==> src/design/v3acc_pkg.sv <==
// Shared constants, command types and saturation helper for the vector accumulator.
`timescale 1ns / 1ps

package v3acc_pkg;

    localparam int WORD_BITS  = 32;
    localparam int FRAC_BITS  = 16;
    localparam int FIELD_BITS = 32;
    localparam int ACC_BITS   = (WORD_BITS > FIELD_BITS) ? FIELD_BITS : WORD_BITS;
    localparam int PROD_BITS  = 2 * FIELD_BITS;
    localparam int TERM_BITS  = PROD_BITS + 1;
    localparam int NUM_BITS   = FIELD_BITS + FRAC_BITS;
    localparam int WIDE_BITS  = (TERM_BITS > NUM_BITS) ? TERM_BITS + 1 : NUM_BITS + 1;
    localparam int CNT_BITS   = $clog2(NUM_BITS + 2);

    localparam logic signed [WIDE_BITS-1:0] ACC_MAX_W =
        {{(WIDE_BITS - ACC_BITS + 1){1'b0}}, {(ACC_BITS - 1){1'b1}}};
    localparam logic signed [WIDE_BITS-1:0] ACC_MIN_W = ~ACC_MAX_W;
    localparam logic signed [WIDE_BITS-1:0] HALF_W =
        WIDE_BITS'(1) << (FRAC_BITS - 1);

    typedef enum logic [1:0] {
        FUNC_LOAD,
        FUNC_ADD,
        FUNC_CROSS,
        FUNC_NORM
    } func_t;

    typedef enum logic [3:0] {
        MUL_AY_BZ,
        MUL_AZ_BY,
        MUL_AZ_BX,
        MUL_AX_BZ,
        MUL_AX_BY,
        MUL_AY_BX,
        MUL_XX,
        MUL_YY,
        MUL_ZZ
    } mul_sel_t;

    typedef enum logic [1:0] {
        TERM_HOLD,
        TERM_LOAD,
        TERM_SUB,
        TERM_ADD
    } term_op_t;

    typedef struct packed {
        logic       capture;
        logic       simple_en;
        logic       simple_add;
        mul_sel_t   mul_sel;
        term_op_t   term_op;
        logic       cross_commit;
        logic [1:0] commit_idx;
        logic       cross_write;
        logic       root_init;
        logic       root_step;
        logic       div_init;
        logic       div_step;
        logic       div_commit;
        logic       out_load;
    } cmd_t;

    typedef struct packed {
        logic                sat;
        logic [ACC_BITS-1:0] val;
    } clip_t;

    function automatic clip_t clip_fn(input logic signed [WIDE_BITS-1:0] v);
        clip_t r;
        if (v > ACC_MAX_W) begin
            r.sat = 1'b1;
            r.val = ACC_MAX_W[ACC_BITS-1:0];
        end else if (v < ACC_MIN_W) begin
            r.sat = 1'b1;
            r.val = ACC_MIN_W[ACC_BITS-1:0];
        end else begin
            r.sat = 1'b0;
            r.val = v[ACC_BITS-1:0];
        end
        return r;
    endfunction

endpackage

==> src/design/v3acc_ctrl.sv <==
// Controller: sequences each request's operation and the result handshake.
`timescale 1ns / 1ps

module v3acc_ctrl (
    input  logic                   aclk,
    input  logic                   aresetn,
    input  logic                   s_valid,
    output logic                   s_ready,
    input  v3acc_pkg::func_t       s_func,
    output logic                   m_valid,
    input  logic                   m_ready,
    input  logic                   acc_zero,
    output v3acc_pkg::cmd_t        cmd
);
    import v3acc_pkg::*;

    typedef enum logic [2:0] {
        S_IDLE,
        S_SIMPLE,
        S_CROSS,
        S_SQUARE,
        S_ROOT,
        S_DIV,
        S_FINISH
    } state_t;

    state_t              state_reg, state_next;
    logic [CNT_BITS-1:0] cnt_reg, cnt_next;
    func_t               func_reg, func_next;
    logic                m_valid_reg, m_valid_next;

    always_comb begin
        state_next   = state_reg;
        cnt_next     = cnt_reg + CNT_BITS'(1);
        func_next    = func_reg;
        cmd          = '0;
        cmd.mul_sel  = MUL_AY_BZ;
        cmd.term_op  = TERM_HOLD;
        m_valid_next = m_valid_reg && !m_ready;

        unique case (state_reg)
            S_IDLE: begin
                cnt_next = '0;
                if (s_valid) begin
                    cmd.capture = 1'b1;
                    func_next   = s_func;
                    unique case (s_func)
                        FUNC_LOAD, FUNC_ADD: state_next = S_SIMPLE;
                        FUNC_CROSS:          state_next = S_CROSS;
                        FUNC_NORM:           state_next = acc_zero ? S_FINISH : S_SQUARE;
                    endcase
                end
            end
            S_SIMPLE: begin
                cmd.simple_en  = 1'b1;
                cmd.simple_add = (func_reg == FUNC_ADD);
                state_next     = S_FINISH;
            end
            S_CROSS: begin
                unique case (cnt_reg)
                    CNT_BITS'(0): cmd.mul_sel = MUL_AY_BZ;
                    CNT_BITS'(1): cmd.mul_sel = MUL_AZ_BY;
                    CNT_BITS'(2): cmd.mul_sel = MUL_AZ_BX;
                    CNT_BITS'(3): cmd.mul_sel = MUL_AX_BZ;
                    CNT_BITS'(4): cmd.mul_sel = MUL_AX_BY;
                    CNT_BITS'(5): cmd.mul_sel = MUL_AY_BX;
                    default:      cmd.mul_sel = MUL_AY_BZ;
                endcase
                if (cnt_reg >= CNT_BITS'(1) && cnt_reg <= CNT_BITS'(6)) begin
                    cmd.term_op = cnt_reg[0] ? TERM_LOAD : TERM_SUB;
                end
                if (cnt_reg >= CNT_BITS'(3) && cnt_reg <= CNT_BITS'(7) && cnt_reg[0]) begin
                    cmd.cross_commit = 1'b1;
                    cmd.commit_idx   = 2'(cnt_reg - CNT_BITS'(3) >> 1);
                end
                if (cnt_reg == CNT_BITS'(8)) begin
                    cmd.cross_write = 1'b1;
                    state_next      = S_FINISH;
                end
            end
            S_SQUARE: begin
                unique case (cnt_reg)
                    CNT_BITS'(0): cmd.mul_sel = MUL_XX;
                    CNT_BITS'(1): cmd.mul_sel = MUL_YY;
                    CNT_BITS'(2): cmd.mul_sel = MUL_ZZ;
                    default:      cmd.mul_sel = MUL_XX;
                endcase
                if (cnt_reg == CNT_BITS'(1)) begin
                    cmd.term_op = TERM_LOAD;
                end else if (cnt_reg == CNT_BITS'(2) || cnt_reg == CNT_BITS'(3)) begin
                    cmd.term_op = TERM_ADD;
                end
                if (cnt_reg == CNT_BITS'(4)) begin
                    cmd.root_init = 1'b1;
                    cnt_next      = '0;
                    state_next    = S_ROOT;
                end
            end
            S_ROOT: begin
                cmd.root_step = 1'b1;
                if (cnt_reg == CNT_BITS'(FIELD_BITS - 1)) begin
                    cnt_next   = '0;
                    state_next = S_DIV;
                end
            end
            S_DIV: begin
                if (cnt_reg == '0) begin
                    cmd.div_init = 1'b1;
                end else if (cnt_reg == CNT_BITS'(NUM_BITS + 1)) begin
                    cmd.div_commit = 1'b1;
                    state_next     = S_FINISH;
                end else begin
                    cmd.div_step = 1'b1;
                end
            end
            S_FINISH: begin
                if (!m_valid_reg || m_ready) begin
                    cmd.out_load = 1'b1;
                    m_valid_next = 1'b1;
                    state_next   = S_IDLE;
                end
            end
            default: state_next = S_IDLE;
        endcase
    end

    always_ff @(posedge aclk) begin
        if (!aresetn) begin
            state_reg   <= S_IDLE;
            cnt_reg     <= '0;
            func_reg    <= FUNC_LOAD;
            m_valid_reg <= 1'b0;
        end else begin
            state_reg   <= state_next;
            cnt_reg     <= cnt_next;
            func_reg    <= func_next;
            m_valid_reg <= m_valid_next;
        end
    end

    assign s_ready = (state_reg == S_IDLE);
    assign m_valid = m_valid_reg;

endmodule

==> config.mk <==
export PLATFORM = sky130hd
export DESIGN_NAME = v3acc_ctrl
export DESIGN_NICKNAME = d
export VERILOG_FILES = /design/src/design/v3acc_pkg.sv /design/src/design/v3acc_ctrl.sv
export SDC_FILE = /design/constraint.sdc
export NUM_CORES = 1
export LEC_CHECK = 0
export ABC_AREA = 1
export CORE_UTILIZATION = 55
export CTS_BUF_LIST = sky130_fd_sc_hd__clkbuf_8
export CTS_CLUSTER_DIAMETER = 100
export CTS_CLUSTER_SIZE = 10
export DETAILED_ROUTE_END_ITERATION = 16
export DONT_BUFFER_PORTS = 1
export PLACE_DENSITY_LB_ADDON = 0.2
export SLEW_MARGIN = 20
export SYNTH_ARGS = -nofsm -noshare
export SYNTH_HDL_FRONTEND = slang
export SYNTH_SLANG_ARGS = --single-unit
==> constraint.sdc <==
create_clock -name aclk -period 1.5 [get_ports aclk]
set_input_delay 0.15 -clock aclk [delete_from_list [all_inputs] [get_ports aclk]]
set_output_delay 0.15 -clock aclk [all_outputs]
set_load 0.01 [all_outputs]
==> out/qor.txt <==
Outcome -> finished, violations left
Failing checks -> negative setup slack
Share of cells above drive strength 1 -> 48.13%
Worst slew pin tran -> 0.6202 ns
Met2 Resource Use GR -> 55.45%
Dpl cell area -> 1089 µm²
Hold Crit Class -> in2reg
Core Area -> 1541 µm²
Main synth FF type -> dfxtp_1
Avg Inst Size Synth -> 5.807 µm²
Routed len/inst -> 22.42 µm
Post-synth top area share -> 26.02%
RSZ-0062 raised after global routing -> true
Rel. slew slack -> 58.37%
Synthesized cell area -> 923.4 µm²
Most frequent cells after synthesis -> 39 x nand2_1, 32 x nor2_1, 22 x inv_1, 12 x dfxtp_1
Detailed Routing Iterations Pass 1 -> 6
Root buffer cell -> clkbuf_8
EDFF count, synth -> 0
Starting Density -> 59.90%
Final Hold Violating Endpoints -> 0
# clock sinks -> 12
Design area -> 1445 µm²
Max reg flops -> 6
Post-synth ARST share -> 0%
Total gr overflow -> 0
FF+latch count, synth -> 12
Vias in the first global route -> 1116
CP Class -> reg2reg
Die Y -> 42.98 µm
Pins Over Slew Limit -> 0
Busiest layer in global routing -> met2
Num ports -> 28
Area contributors post-synth -> dfxtp_1 26%, nand2_1 16%, nor2_1 13%
Routed wire length -> 4.551 mm
Met3 usage -> 9.787%
Post-layout util -> 93.75%
GRT Overall Usage -> 36.14%
Clk_lat worst skew -> 0.24 ns
Vias post-DR -> 1427
RD Place Congestion -> 0.8827
Final setup fails -> 19
Layout area overhead -> 56.50%
Period minus WS final -> 1.712 ns
First-pass GRT wire length -> 4.988 mm
Vias/cell -> 7.030
Number of synthesis warnings -> 0
Met1 GRT Util -> 45.79%
CP required -> 1.68 ns
Final setup margin -> -0.2125 ns
Crit start category -> flop
DRT iter0 DRCs -> 136
Row count -> 14
PortBufs -> 0
Final period utilization -> 114.2%
Syn Inst Count -> 159
CP endpoint kind -> flop
Syn_nets -> 170
Final Power -> 2.635 mW
Sequential-to-total area share from yosys stat -> 26.02%
Final ANT Viol Nets -> 0
Chip width -> 42.98 µm
Max frequency -> 583.9 MHz
Worst IR Drop VDD -> 1.398 mV
N_diodes -> 0
CTS buffer count -> 3
Max-cap check violation count -> 0
Reg clk slew, reported paths -> 0.05 ns
Clock Path Buffers -> 2
Synth area leader -> dfxtp_1
Worst-path fanout max -> 6
Cell Pwr Density -> 1823 nW/µm²
H-Tree Depth -> 1
Data arrival time of the worst path -> 1.89 ns
Pin count of the biggest net entering global routing -> 8
Synth unique cells -> 26
CTS tree -> done
# DRC -> 0
Die ar. -> 1847 µm²
Initial antenna violation count -> 1
Top-count cell post-synth -> nand2_1
Static Leak -> 0.6488 nW
Nets -> 200
Clk_skew -> 0.004589 ns
Post-DP HPWL -> 1.994 mm
## cells in the final DEF, fill, tap and decap left out, types with 2 or more instances in the layout
| master | synthesis | routed |
|---|---|---|
| nand3_2 | 0 | 2 |
| nor2_4 | 0 | 2 |
| o21ai_1 | 1 | 3 |
| nand2_1 | 39 | 27 |
| inv_4 | 0 | 3 |
| inv_1 | 22 | 17 |
| buf_4 | 0 | 22 |
| nor2_1 | 32 | 24 |
| nor2_2 | 1 | 7 |
| dfxtp_4 | 0 | 4 |
| nand2_4 | 0 | 4 |
| o21ai_2 | 0 | 2 |
| buf_6 | 0 | 4 |
| clkbuf_8 | 0 | 3 |
| nand2_2 | 0 | 8 |
| nor3_2 | 2 | 4 |
| nand3_1 | 8 | 6 |
| o21ai_0 | 8 | 4 |
| a21oi_1 | 3 | 2 |
| dfxtp_1 | 12 | 3 |
| nor3_1 | 7 | 3 |
| dfxtp_2 | 0 | 5 |
| o211ai_1 | 2 | 2 |
| nor3_4 | 0 | 2 |
| ha_4 | 0 | 4 |
| inv_2 | 6 | 8 |
## stage by stage
stage	hold WS (ns)	instances	worst slack, ns	setup TNS [ns]
finish	0.04294	203	-0.2125	-1.652
global placement	0.2774	194	0.05615	0
global route	0.04538	203	-0.2779	-2.790
floorplan	0.2704	159	0.09148	0
detailed placement	0.2774	194	0.001936	0
CTS	0.02676	201	-0.07118	-0.2182
## metal layers
layer,wire [µm],vias up
met1,1520,622
met2,1882,175
met5,10,-
li1,-,564
met4,465,2
met3,672,64
## kinds of logic after synthesis
logic type	share of synthesized area, %
buf+inv	11.92
xor+xnor	0.9487
simple gates	42.55
flops	26.02
fa+ha+maj	5.420
compound gates	13.14
## power by group
| group | switching (mW) | internal (mW) |
|---|---|---|
| Clock | 0.118 | 0.177 |
| Sequential | 0.141 | 0.422 |
| Combinational | 1.08 | 0.701 |
## final timing paths
path | end | slack [ns] | startpoint | cells past startpoint
max | state_reg[2] | -0.21 | cnt_reg[2] | 8
min reg2reg | func_reg[0] | 0.47 | func_reg[0] | 2
min | state_reg[1] | 0.04 | aresetn | 2
max reg2reg | state_reg[2] | -0.21 | cnt_reg[2] | 8
## area by class of cell
class,instances,area [µm²]
clock buffers,3,41.29
fillers,53,96.34
inverters,28,112.6
multi-input cells,118,799.5
flip-flops and latches,12,261.5
well taps,16,20.02
repair buffers,26,210.2
## what timing repair did
action | in CTS | in global routing
cloned | 0 | 0
setup buffers | 4 | 2
hold buffers | 0 | 0
endpoints found under the setup margin | 15 | 24
pin swaps | 7 | 10
endpoints found under the hold margin | 0 | 0
gates resized for setup | 36 | 45
## worst max-delay path, cell delays in order (launching register included)
cell	delay [ns]
dfxtp_2	0.40
inv_1	0.13
nor2_1	0.11
nand3_1	0.13
nand2_1	0.15
nand2_1	0.12
nor3_1	0.40
o21ai_2	0.13
inv_1	0.08
No activity file was read; power rests on OpenSTA's default activity.
